### config.mk
export PLATFORM = sky130hd
export DESIGN_NAME = strict_priority_multi_queue
export DESIGN_NICKNAME = d
export VERILOG_FILES = /design/src/hdl/spmq_pkg.sv /design/src/hdl/strict_priority_multi_queue.sv /design/src/hdl/spmq_dp.sv /design/src/hdl/spmq_ctrl.sv
export SDC_FILE = /design/constraint.sdc
export NUM_CORES = 2
export LEC_CHECK = 0
export BUFFER_PORTS_ARGS = -buffer_cell sky130_fd_sc_hd__buf_2
export CORE_MARGIN = 3
export CORE_UTILIZATION = 40
export CTS_CLUSTER_SIZE = 28
export DETAILED_ROUTE_END_ITERATION = 16
export SETUP_SLACK_MARGIN = 0.02
export SLEW_MARGIN = 10
export SYNTH_ARGS = -nofsm -noshare
export SYNTH_HDL_FRONTEND = slang
export SYNTH_SLANG_ARGS = --single-unit
export TNS_END_PERCENT = 5
### constraint.sdc
create_clock -name clk -period 5.6 [get_ports clk]
set_input_delay 0.84 -clock clk [delete_from_list [all_inputs] [get_ports clk]]
set_output_delay 0.84 -clock clk [all_outputs]
set_load 0.005 [all_outputs]
### src/hdl/spmq_pkg.sv
// spmq_pkg: constants, status and action codes, controller states and the
// command/status structs shared by the strict-priority multi-queue modules.
// no dependencies
`default_nettype none

package spmq_pkg;

  // sizing of the queue block
  localparam int LEVELS      = 5;
  localparam int QUEUE_DEPTH = 16;
  localparam int ITEM_WIDTH  = 16;

  // fixed field widths of the stream items
  localparam int ID_W  = 16;
  localparam int LVL_W = 3;
  localparam int ST_W  = 3;

  // derived widths
  localparam int QIDX_W = (LEVELS > 1) ? $clog2(LEVELS) : 1;
  localparam int PTR_W  = (QUEUE_DEPTH > 1) ? $clog2(QUEUE_DEPTH) : 1;
  localparam int CNT_W  = $clog2(QUEUE_DEPTH + 1);
  localparam int SUM_W  = CNT_W + 1;
  localparam int ADDR_W = $clog2(LEVELS * QUEUE_DEPTH);

  // stream packing
  localparam int IN_DATA_W  = 24;
  localparam int OUT_DATA_W = 24;
  localparam int OUT_PAD_W  = OUT_DATA_W - ID_W - LVL_W;
  localparam int IN_PAD_W   = IN_DATA_W - LVL_W - ID_W;

  typedef enum logic [ST_W-1:0] {
    ST_ADDED     = 3'd0,
    ST_BAD_LEVEL = 3'd1,
    ST_FULL      = 3'd2,
    ST_PASSED    = 3'd3,
    ST_EMPTY     = 3'd4
  } status_t;

  typedef enum logic [0:0] {
    ACT_ENQ = 1'b0,
    ACT_DEQ = 1'b1
  } action_t;

  typedef enum logic [1:0] {
    S_IDLE,
    S_EXEC,
    S_READ,
    S_OUT
  } ctrl_state_t;

  // controller -> datapath
  typedef struct packed {
    logic load;         // capture the accepted item
    logic enq_write;    // append to the addressed queue
    logic deq_pop;      // read and remove the selected head
    logic take_result;  // register status and level
    logic take_read;    // register the item read from storage
  } ctl_cmd_t;

  // datapath -> controller
  typedef struct packed {
    logic is_deq;
    logic enq_ok;
    logic any_waiting;
  } ctl_stat_t;

endpackage

`default_nettype wire

### src/hdl/strict_priority_multi_queue.sv
// strict_priority_multi_queue: top level, joins the controller and datapath
// and packs the stream items. depends on spmq_pkg, spmq_ctrl, spmq_dp
`default_nettype none

// Five bounded FIFO queues, one per priority level 1 (most urgent) to 5,
// each 16 items deep. An input item either enqueues an id at a level or
// dequeues the head of the lowest-numbered non-empty queue; every input
// item yields exactly one result item with a status code (added, invalid
// level, queue full, item passed, nothing waiting), the id removed and its
// level (both zero unless an item was passed). The block handles one item
// at a time: an enqueue or a failed dequeue passes through the execute and
// output states before the next accept; a successful dequeue also passes
// through a read state between them, for the registered read port of the item
// storage. Any wait on m_tready holds the block in its output state. Queue
// contents are not cleared by reset; head pointers and fill counts are.
module strict_priority_multi_queue
  import spmq_pkg::*;
(
  input  wire logic                  clk,
  input  wire logic                  rst,
  // input items
  input  wire logic                  s_tvalid,
  output logic                       s_tready,
  input  wire logic [IN_DATA_W-1:0]  s_tdata,   // level[2:0], item_id[18:3], zero pad
  input  wire logic                  s_tuser,   // action: 0 enqueue, 1 dequeue
  // result items
  output logic                       m_tvalid,
  input  wire logic                  m_tready,
  output logic [OUT_DATA_W-1:0]      m_tdata,   // out_item[15:0], out_level[18:16], zero pad
  output logic [ST_W-1:0]            m_tuser    // status
);

  ctl_cmd_t         cmd;
  ctl_stat_t        stat;
  status_t          res_status;
  logic [ID_W-1:0]  res_item;
  logic [LVL_W-1:0] res_level;
  action_t          in_action;

  // unpack the input item
  assign in_action = action_t'(s_tuser);

  spmq_ctrl u_ctrl (
    .clk      (clk),
    .rst      (rst),
    .s_tvalid (s_tvalid),
    .s_tready (s_tready),
    .m_tvalid (m_tvalid),
    .m_tready (m_tready),
    .stat     (stat),
    .cmd      (cmd)
  );

  spmq_dp u_dp (
    .clk        (clk),
    .rst        (rst),
    .action     (in_action),
    .level      (s_tdata[LVL_W-1:0]),
    .item_id    (s_tdata[LVL_W+ID_W-1:LVL_W]),
    .cmd        (cmd),
    .stat       (stat),
    .res_status (res_status),
    .res_item   (res_item),
    .res_level  (res_level)
  );

  // pack the result item; the result registers hold while m_tvalid is up
  assign m_tdata = {{OUT_PAD_W{1'b0}}, res_level, res_item};
  assign m_tuser = res_status;

`ifndef SYNTHESIS
  a_one_at_a_time: assert property (@(posedge clk) disable iff (rst)
    s_tready |-> !m_tvalid)
    else $error("input taken while a result is pending");
  a_pass_has_level: assert property (@(posedge clk) disable iff (rst)
    m_tvalid && (m_tuser == ST_PASSED) |-> m_tdata[ID_W+LVL_W-1:ID_W] != '0)
    else $error("passed item without a level");
  a_fail_zero: assert property (@(posedge clk) disable iff (rst)
    m_tvalid && (m_tuser != ST_PASSED) |-> m_tdata == '0)
    else $error("nonzero item or level on a result without a passed item");
`endif

endmodule

`default_nettype wire

### src/hdl/spmq_dp.sv
// spmq_dp: datapath of the multi-queue: item storage, head pointers, fill
// counts, priority encoder and result registers.
// depends on spmq_pkg
`default_nettype none

module spmq_dp
  import spmq_pkg::*;
(
  input  wire logic                  clk,
  input  wire logic                  rst,
  input  wire action_t               action,
  input  wire logic [LVL_W-1:0]      level,
  input  wire logic [ID_W-1:0]       item_id,
  input  wire ctl_cmd_t              cmd,
  output ctl_stat_t                  stat,
  output status_t                    res_status,
  output logic [ID_W-1:0]            res_item,
  output logic [LVL_W-1:0]           res_level
);

  logic [ITEM_WIDTH-1:0] mem [LEVELS*QUEUE_DEPTH];
  logic [ITEM_WIDTH-1:0] rd_data;

  logic [PTR_W-1:0] head [LEVELS];
  logic [CNT_W-1:0] fill [LEVELS];

  action_t          in_action;
  logic [LVL_W-1:0] in_level;
  logic [ID_W-1:0]  in_item;

  logic [QIDX_W-1:0] enq_q;
  logic [QIDX_W-1:0] deq_q;
  logic              level_ok;
  logic              queue_full;
  logic              any_waiting;
  logic [SUM_W-1:0]  tail_sum;
  logic [PTR_W-1:0]  tail;
  logic [PTR_W-1:0]  head_next;
  logic [ADDR_W-1:0] wr_addr;
  logic [ADDR_W-1:0] rd_addr;
  status_t           result;

  always_comb begin
    enq_q      = QIDX_W'(in_level - LVL_W'(1));
    level_ok   = (in_level != '0) && (32'(in_level) <= 32'(LEVELS));
    queue_full = (fill[enq_q] == CNT_W'(QUEUE_DEPTH));

    // lowest-numbered queue holding anything wins
    deq_q       = '0;
    any_waiting = 1'b0;
    for (int i = LEVELS - 1; i >= 0; i--) begin
      if (fill[i] != '0) begin
        deq_q       = QIDX_W'(i);
        any_waiting = 1'b1;
      end
    end

    // tail = (head + fill) mod depth, the sum stays below twice the depth
    tail_sum = SUM_W'(head[enq_q]) + SUM_W'(fill[enq_q]);
    if (tail_sum >= SUM_W'(QUEUE_DEPTH)) begin
      tail = PTR_W'(tail_sum - SUM_W'(QUEUE_DEPTH));
    end else begin
      tail = PTR_W'(tail_sum);
    end

    if (head[deq_q] == PTR_W'(QUEUE_DEPTH - 1)) begin
      head_next = '0;
    end else begin
      head_next = head[deq_q] + PTR_W'(1);
    end

    wr_addr = ADDR_W'(enq_q) * ADDR_W'(QUEUE_DEPTH) + ADDR_W'(tail);
    rd_addr = ADDR_W'(deq_q) * ADDR_W'(QUEUE_DEPTH) + ADDR_W'(head[deq_q]);

    if (in_action == ACT_DEQ) begin
      result = any_waiting ? ST_PASSED : ST_EMPTY;
    end else if (!level_ok) begin
      result = ST_BAD_LEVEL;
    end else if (queue_full) begin
      result = ST_FULL;
    end else begin
      result = ST_ADDED;
    end

    stat.is_deq      = (in_action == ACT_DEQ);
    stat.enq_ok      = level_ok && !queue_full;
    stat.any_waiting = any_waiting;
  end

  // item storage, one write or one registered read a cycle
  always_ff @(posedge clk) begin
    if (cmd.enq_write) begin
      mem[wr_addr] <= ITEM_WIDTH'(in_item);
    end
    if (cmd.deq_pop) begin
      rd_data <= mem[rd_addr];
    end
  end

  always_ff @(posedge clk) begin
    if (cmd.load) begin
      in_action <= action;
      in_level  <= level;
      in_item   <= item_id;
    end
    if (cmd.take_result) begin
      res_status <= result;
      res_item   <= '0;
      if ((in_action == ACT_DEQ) && any_waiting) begin
        res_level <= LVL_W'(deq_q) + LVL_W'(1);
      end else begin
        res_level <= '0;
      end
    end
    if (cmd.take_read) begin
      res_item <= ID_W'(rd_data);
    end
  end

  always_ff @(posedge clk) begin
    if (rst) begin
      for (int i = 0; i < LEVELS; i++) begin
        head[i] <= '0;
        fill[i] <= '0;
      end
    end else if (cmd.enq_write) begin
      fill[enq_q] <= fill[enq_q] + CNT_W'(1);
    end else if (cmd.deq_pop) begin
      fill[deq_q] <= fill[deq_q] - CNT_W'(1);
      head[deq_q] <= head_next;
    end
  end

`ifndef SYNTHESIS
  for (genvar g = 0; g < LEVELS; g++) begin : g_chk
    a_fill_bound: assert property (@(posedge clk) disable iff (rst)
      fill[g] <= CNT_W'(QUEUE_DEPTH))
      else $error("queue fill count above depth");
    a_pop_nonempty: assert property (@(posedge clk) disable iff (rst)
      cmd.deq_pop && (deq_q == QIDX_W'(g)) |-> fill[g] != '0)
      else $error("pop from an empty queue");
  end
`endif

endmodule

`default_nettype wire

### src/hdl/spmq_ctrl.sv
// spmq_ctrl: sequencing state machine of the multi-queue, one item at a time.
// depends on spmq_pkg
`default_nettype none

module spmq_ctrl
  import spmq_pkg::*;
(
  input  wire logic      clk,
  input  wire logic      rst,
  input  wire logic      s_tvalid,
  output logic           s_tready,
  output logic           m_tvalid,
  input  wire logic      m_tready,
  input  wire ctl_stat_t stat,
  output ctl_cmd_t       cmd
);

  ctrl_state_t state;
  ctrl_state_t state_next;

  always_ff @(posedge clk) begin
    if (rst) begin
      state <= S_IDLE;
    end else begin
      state <= state_next;
    end
  end

  always_comb begin
    state_next = state;
    cmd        = '0;
    s_tready   = 1'b0;
    m_tvalid   = 1'b0;
    unique case (state)
      S_IDLE: begin
        // no item is taken while reset is held
        s_tready = !rst;
        if (s_tvalid && !rst) begin
          cmd.load   = 1'b1;
          state_next = S_EXEC;
        end
      end
      S_EXEC: begin
        cmd.take_result = 1'b1;
        if (stat.is_deq) begin
          if (stat.any_waiting) begin
            cmd.deq_pop = 1'b1;
            state_next  = S_READ;
          end else begin
            state_next = S_OUT;
          end
        end else begin
          cmd.enq_write = stat.enq_ok;
          state_next    = S_OUT;
        end
      end
      S_READ: begin
        cmd.take_read = 1'b1;
        state_next    = S_OUT;
      end
      S_OUT: begin
        m_tvalid = 1'b1;
        if (m_tready) begin
          state_next = S_IDLE;
        end
      end
      default: state_next = S_IDLE;
    endcase
  end

endmodule

`default_nettype wire

* Word level (Yosys, flattened, before mapping)
Memories as Yosys holds them, arrays and structs flattened. A register that Yosys moved wholly into a read port is not among the register bits. Cells that the tools add are included.
Cells by class: add/sub/neg operators 9, order comparisons 2, eq/ne operators 7, multiplexer cells 51, reductions and logical operators 18
Operator list (count):
- $mux 3 | 12
- $mux 16 | 2
- $mux 1 | 27
- $reduce_bool 5->1 | 5
- $add 7x4->7 | 2
- $mux 4 | 3
- $mux 5 | 2
- $reduce_or 5->1 | 2
- $mux 2 | 4
- $pmux 2 s4 | 1
- $add 4x5->6 | 1
- $ge 6x5->1 const B | 1
- $add 5x1->5 const B | 1
- $eq 5x5->1 const B | 1
- $sub 5x1->5 const B | 1
- $add 4x1->4 const B | 1
- $eq 2x2->1 const B | 2
- $eq 4x4->1 const B | 1
- $logic_and 1x1->1 | 4
- $reduce_or 4->1 | 1
- $sub 4x1->4 const B | 1
- $add 3x1->3 const B | 1
- $le 3x3->1 const B | 1
- $reduce_bool 3->1 | 1
- 8 further kinds | 9
Storage, ports and cells: register bits after elaboration 44, memory bits (writable) 1325, word-level logic and storage cells 97, memories kept 3
Memories:
- u_dp.mem | words 80, bits a word 16, read ports 1, clocked after Yosys merged registers in 1, wr ports 1, RTL line spmq_dp.sv:21 | logic [ITEM_WIDTH-1:0] mem [LEVELS*QUEUE_DEPTH];
- u_dp.fill | words 5, bits a word 5, read ports 7, clocked after Yosys merged registers in 0, wr ports 5, RTL line spmq_dp.sv:25 | logic [CNT_W-1:0] fill [LEVELS];
- u_dp.head | words 5, bits a word 4, read ports 2, clocked after Yosys merged registers in 0, wr ports 5, RTL line spmq_dp.sv:24 | logic [PTR_W-1:0] head [LEVELS];

* Logic depth before layout (Yosys ltp)
An unclocked memory read counts as a cell.
depth in word-level cells 16, gate-level depth with buffers 19, depth with buffers taken out 13

* By module
From an unflattened synthesis, not the netlist that was laid out.
Unflattened totals: cell total of the unflattened synthesis 4313, area total of the unflattened synthesis 57068.5 um^2
Modules (own cells, without submodules):
- spmq_dp | instances 1, cells an instance 4284, area an instance 56815.7 um^2, sequential area each 42340.6 um^2
- spmq_ctrl | instances 1, cells an instance 23, area an instance 211.5 um^2, sequential area each 40.0 um^2
- strict_priority_multi_queue | instances 1, cells an instance 6, area an instance 41.3 um^2, sequential area each 0.0 um^2

* Least setup slack after synthesis
OpenSTA, ideal clock, no wires.
path type reg2reg, from register u_dp.in_level[0], to memory u_dp.mem[0][0] (enable), setup time 389 ps, data arrival time 5615 ps, required time 5211 ps, setup slack -404 ps, stages on the path, launching flop included 20, path buffers 6, clock period less this slack 6004 ps, path through edfxtp_1 > clkbuf_1 > clkbuf_1 > clkbuf_1 > inv_1 > ha_1 > buf_1 > clkbuf_1 > clkbuf_1 > mux4_2 > nand2_1 > nand2_1 > ha_1 > a21o_1 > a21oi_1 > xnor2_1 > xor2_1 > nor2_1 > nand3_1 > nor2_1
On the way: word-level cells in the longest chain between the ends 9, elaborated cells on any way between the ends 18, classes of those cells 4 x add/sub; 2 x order compare; 1 x eq/ne; 5 x mux; 4 x reduce/logical; 2 x memory
Ends and longest elaborated chain:
- start: declaration | RTL line spmq_dp.sv:28 | logic [LVL_W-1:0] in_level;
- start signal: assignment | RTL line spmq_dp.sv:103 | in_level <= level;
- parallel branches: the longest is 9 deep, another holds $add 7x4->7
- end: declaration | RTL line spmq_dp.sv:21
Parallel ways; which one is timed is not known.

* Final worst setup path
from register u_dp.in_level[0], to memory u_dp.mem[11][15] (enable)
The elaborated chain is that of the path after synthesis.

==> results by group <==
Run status
  • Status: completed

Power
  • Logic pwr share: 9.0%
  • Switching Power: 0.00554 W
  • Total Power: 0.0233 W
  • Power Dens Cells: 352 nW/um^2
  • Leakage power: 22.7 nW
  • Clock network fraction of total power: 40.4%
  • P_int: 0.0177 W
  • Worst VDD drop: 0.000225 V
  • Sequential share of power: 50.6%
  • Sw Ratio: 23.8%

Synthesis
  • Area share of the largest cell type after synthesis: 73.8%
  • Count of cell types in the netlist: 83
  • Cells after Synth: 4221
  • Top_reg_cell synth: edfxtp_1
  • Post-Syn Area: 57400 sq um
  • Cell taking the most area after synthesis: edfxtp_1
  • Syn_area_per_cell: 13.6 sq um
  • FFs w/ async S/R, synth: 0%
  • EDFF count, synth: 1410
  • Yosys reg bits: 1412
  • Sequential-to-total area share from yosys stat: 73.9%
  • Yosys warning count: 0
  • Synth top area cells: edfxtp_1 (74%), nand2_1 (6.8%), nand3_1 (3.2%)

Critical path
  • FF-to-FF setup slack: 0.45 ns
  • Startpoint types: flip-flop
  • Crit path max fanout: 10
  • R2r endpoint: u_dp.mem[11][15]
  • RR Startpoint: u_dp.in_level[0]
  • R2R depth: 13
  • Required time worst endpoint: 6.08 ns
  • Critical path origin: u_dp.in_level[0]
  • Arrival @ worst endpoint: 5.64 ns
  • Crit path kind: flip-flop to flip-flop
  • Critical Path End Type: flip-flop

Clocking
  • Clock Path Buffers: 3
  • Latest clock arrival within the worst-skew pair: 0.78 ns
  • Clock sink count: 1412
  • Clk pin slew, worst setup/hold paths: 0.06 ns
  • CTS root buffer: clkbuf_16
  • CTS tree: yes
  • Hold buffers post-CTS: 0
  • Post-CTS sizing: 0
  • Post-CTS Setup Inserts: 0
  • H-Tree Level Count: 4
  • CTS Buf Count: 144

Timing
  • Layout Skew: 0.0270 ns
  • Final TNS setup: 0 ns
  • Slew HR: 16.9%
  • Final setup fails: 0
  • Final Cycle Share: 92.0%
  • RSZ-0062 raised after global routing: no
  • Min Tclk post-route: 5.15 ns
  • Max-slew violations: 0
  • FMAX: 194 MHz
  • Worst Tran Pin Value: 1.24 ns
  • Final WS setup: 0.446 ns
  • Fin. Hold Viols: 0

Placement
  • GP Congestion: 0.928
  • Port buffer count: 47
  • Post-DP Area: 61700 sq um
  • Placed insts: 6211
  • HPWL Detailed: 112 mm
  • Worst slack, placed: 0.597 ns

Die
  • Cell Rows: 138
  • I/O pins: 58
  • Die Span Y: 385 microns
  • DIE WIDTH: 385 microns
  • Area of the die: 148000 sq um
  • Initial Util: 40.4%
  • Core Footprint: 142000 sq um

Route
  • Iter 0 DRT Violations: 5479
  • Avg WL per Cell: 28.2 microns
  • Antenna viol nets, final: 0
  • DR vias: 38112
  • Final WL: 183 mm
  • Residual DRC: 0
  • First drt pass iteration count: 5
  • Routed vias/inst: 5.90

Global routing
  • Maximum number of pins on one net before global-route repair: 149
  • Total GRT Usage: 24.3%
  • Remaining Overflow, GRT: 0
  • First-pass GRT wire length: 259 mm
  • Vias in the first global route: 35117
  • Initial antenna violation count: 9

Final layout
  • Commonest non-fill, non-tap cell in the layout: edfxtp_1
  • Most frequent cells in the layout: edfxtp_1 (1410), nand2_1 (1042), nand3_1 (365)
  • Fill count: 12440
  • Fin nets: 4512
  • Final Non-Filler Cells: 6465
  • Fraction of layout cells with a size suffix above 1: 15.0%
  • Layout area overhead: 15.4%
  • Final Cell Area: 66200 sq um

Hold path
  • Hold path depth: 1
  • Worst hold path type: primary input to flip-flop
  • Hold Path Sink: u_dp.in_item[11]
  • HP Start: s_tdata[14]

Run
  • Max-cap violations: 0
[how the worst max path moves through the flow]
stage	end	slack, ns	cells past startpoint
after global placement	u_dp.rd_data[10]	0.64	13
final	u_dp.mem[11][15]	0.45	13
after CTS	u_dp.mem[11][15]	0.54	13
after floorplan	u_dp.mem[2][0]	0.02	19
after detailed placement	u_dp.rd_data[14]	0.60	15
after global routing	u_dp.mem[11][15]	0.14	13
[synthesized netlist by cell type (9+ instances only)]
cell and n:
a32oi_1 30, o22ai_1 9, a211oi_1 85, and2_1 23, a311oi_1 52, o21ai_0 35, mux2i_1 84, a22oi_1 10
buf_2 136, edfxtp_1 1410, buf_4 30, nor3_1 30, buf_1 14, nand3_1 365, or3_1 10, and3_1 138
a31oi_1 96, nor4_1 9, a2111oi_0 13, nand4_1 58, nand2b_1 9, or4_1 9, nor2_1 187, nand2_1 1042
a221oi_1 11, clkbuf_1 76, ha_1 15, inv_1 22, mux4_2 18, a21oi_1 51
[per-layer routing]
layer | GRT usage, % | routed length (microns)
met1 | 33.5 | 72400
met2 | 37.5 | 83800
met3 | 4.71 | 18000
met4 | 10.7 | 8300
met5 | 0 | 13
[cell families (layout without fill, tap and decap cells)]
kind of cell / count (synthesis) / count (layout) / synth area share, %
adders and majority gates: 16 / 16 / 0.362
muxes: 106 / 106 / 2.25
buffers and inverters: 288 / 620 / 2.48
xor gates and xnor gates: 15 / 15 / 0.229
AOI/OAI and AO/OA: 466 / 466 / 5.89
DFF: 1412 / 1412 / 73.9
and+or+nand+nor: 1917 / 1917 / 14.9
other: 1 / 23 / 0.00654
[sequential cells by signal (all words and copies together), names as in the netlist, 2 cells and up]
| name | cells |
|---|---|
| u_ctrl.state | 2 |
| u_dp.fill | 40 |
| u_dp.head | 32 |
| u_dp.in_item | 16 |
| u_dp.in_level | 3 |
| u_dp.mem | 1280 |
| u_dp.rd_data | 16 |
| u_dp.res_item | 16 |
| u_dp.res_level | 3 |
| u_dp.res_status | 3 |
[final cells by class]
cell class | count | area (sq um) | share of cell area, %
clock buffers | 172 | 3840 | 5.79
repair buffers | 348 | 2930 | 4.43
inverters | 24 | 105 | 0.159
clock inverters | 76 | 687 | 1.04
flip-flops and latches | 1412 | 42400 | 64.0
well taps | 1890 | 2360 | 3.57
multi-input cells | 2537 | 13900 | 21.0
diodes | 6 | 15.0 | 0.0227
[power by group through the flow]
stage	clock, W	combinational, W	sequential, W
6_report	0.00941	0.00209	0.0118
5_1_grt	0.00991	0.00220	0.0118
4_1_cts	0.00951	0.00206	0.0118
3_5_place_dp	0	0.00205	0.0120
3_3_place_gp	0	0.00203	0.0120
2_1_floorplan	0	0.00105	0.0121
[critical path, cell delays in order (launching register included)]
cell,delay (ns)
edfxtp_1,0.35
inv_1,0.13
ha_1,0.64
mux4_2,0.40
mux2i_1,0.40
inv_1,0.16
ha_1,0.38
a21oi_1,0.10
xnor2_1,0.34
xnor2_1,0.17
nor2_1,0.19
nand3_1,0.57
nor2_2,0.80
buf_12,0.23
[stage by stage]
| step | utilization (%) | hold WS, ns |
|---|---|---|
| global placement | 43.4 | 0.507 |
| detailed placement | 43.4 | 0.506 |
| CTS | 46.6 | 0.196 |
| finish | 46.6 | 0.244 |
| floorplan | - | 0.497 |
| global route | 46.6 | 0.220 |
(Power assumes the default switching activity.)
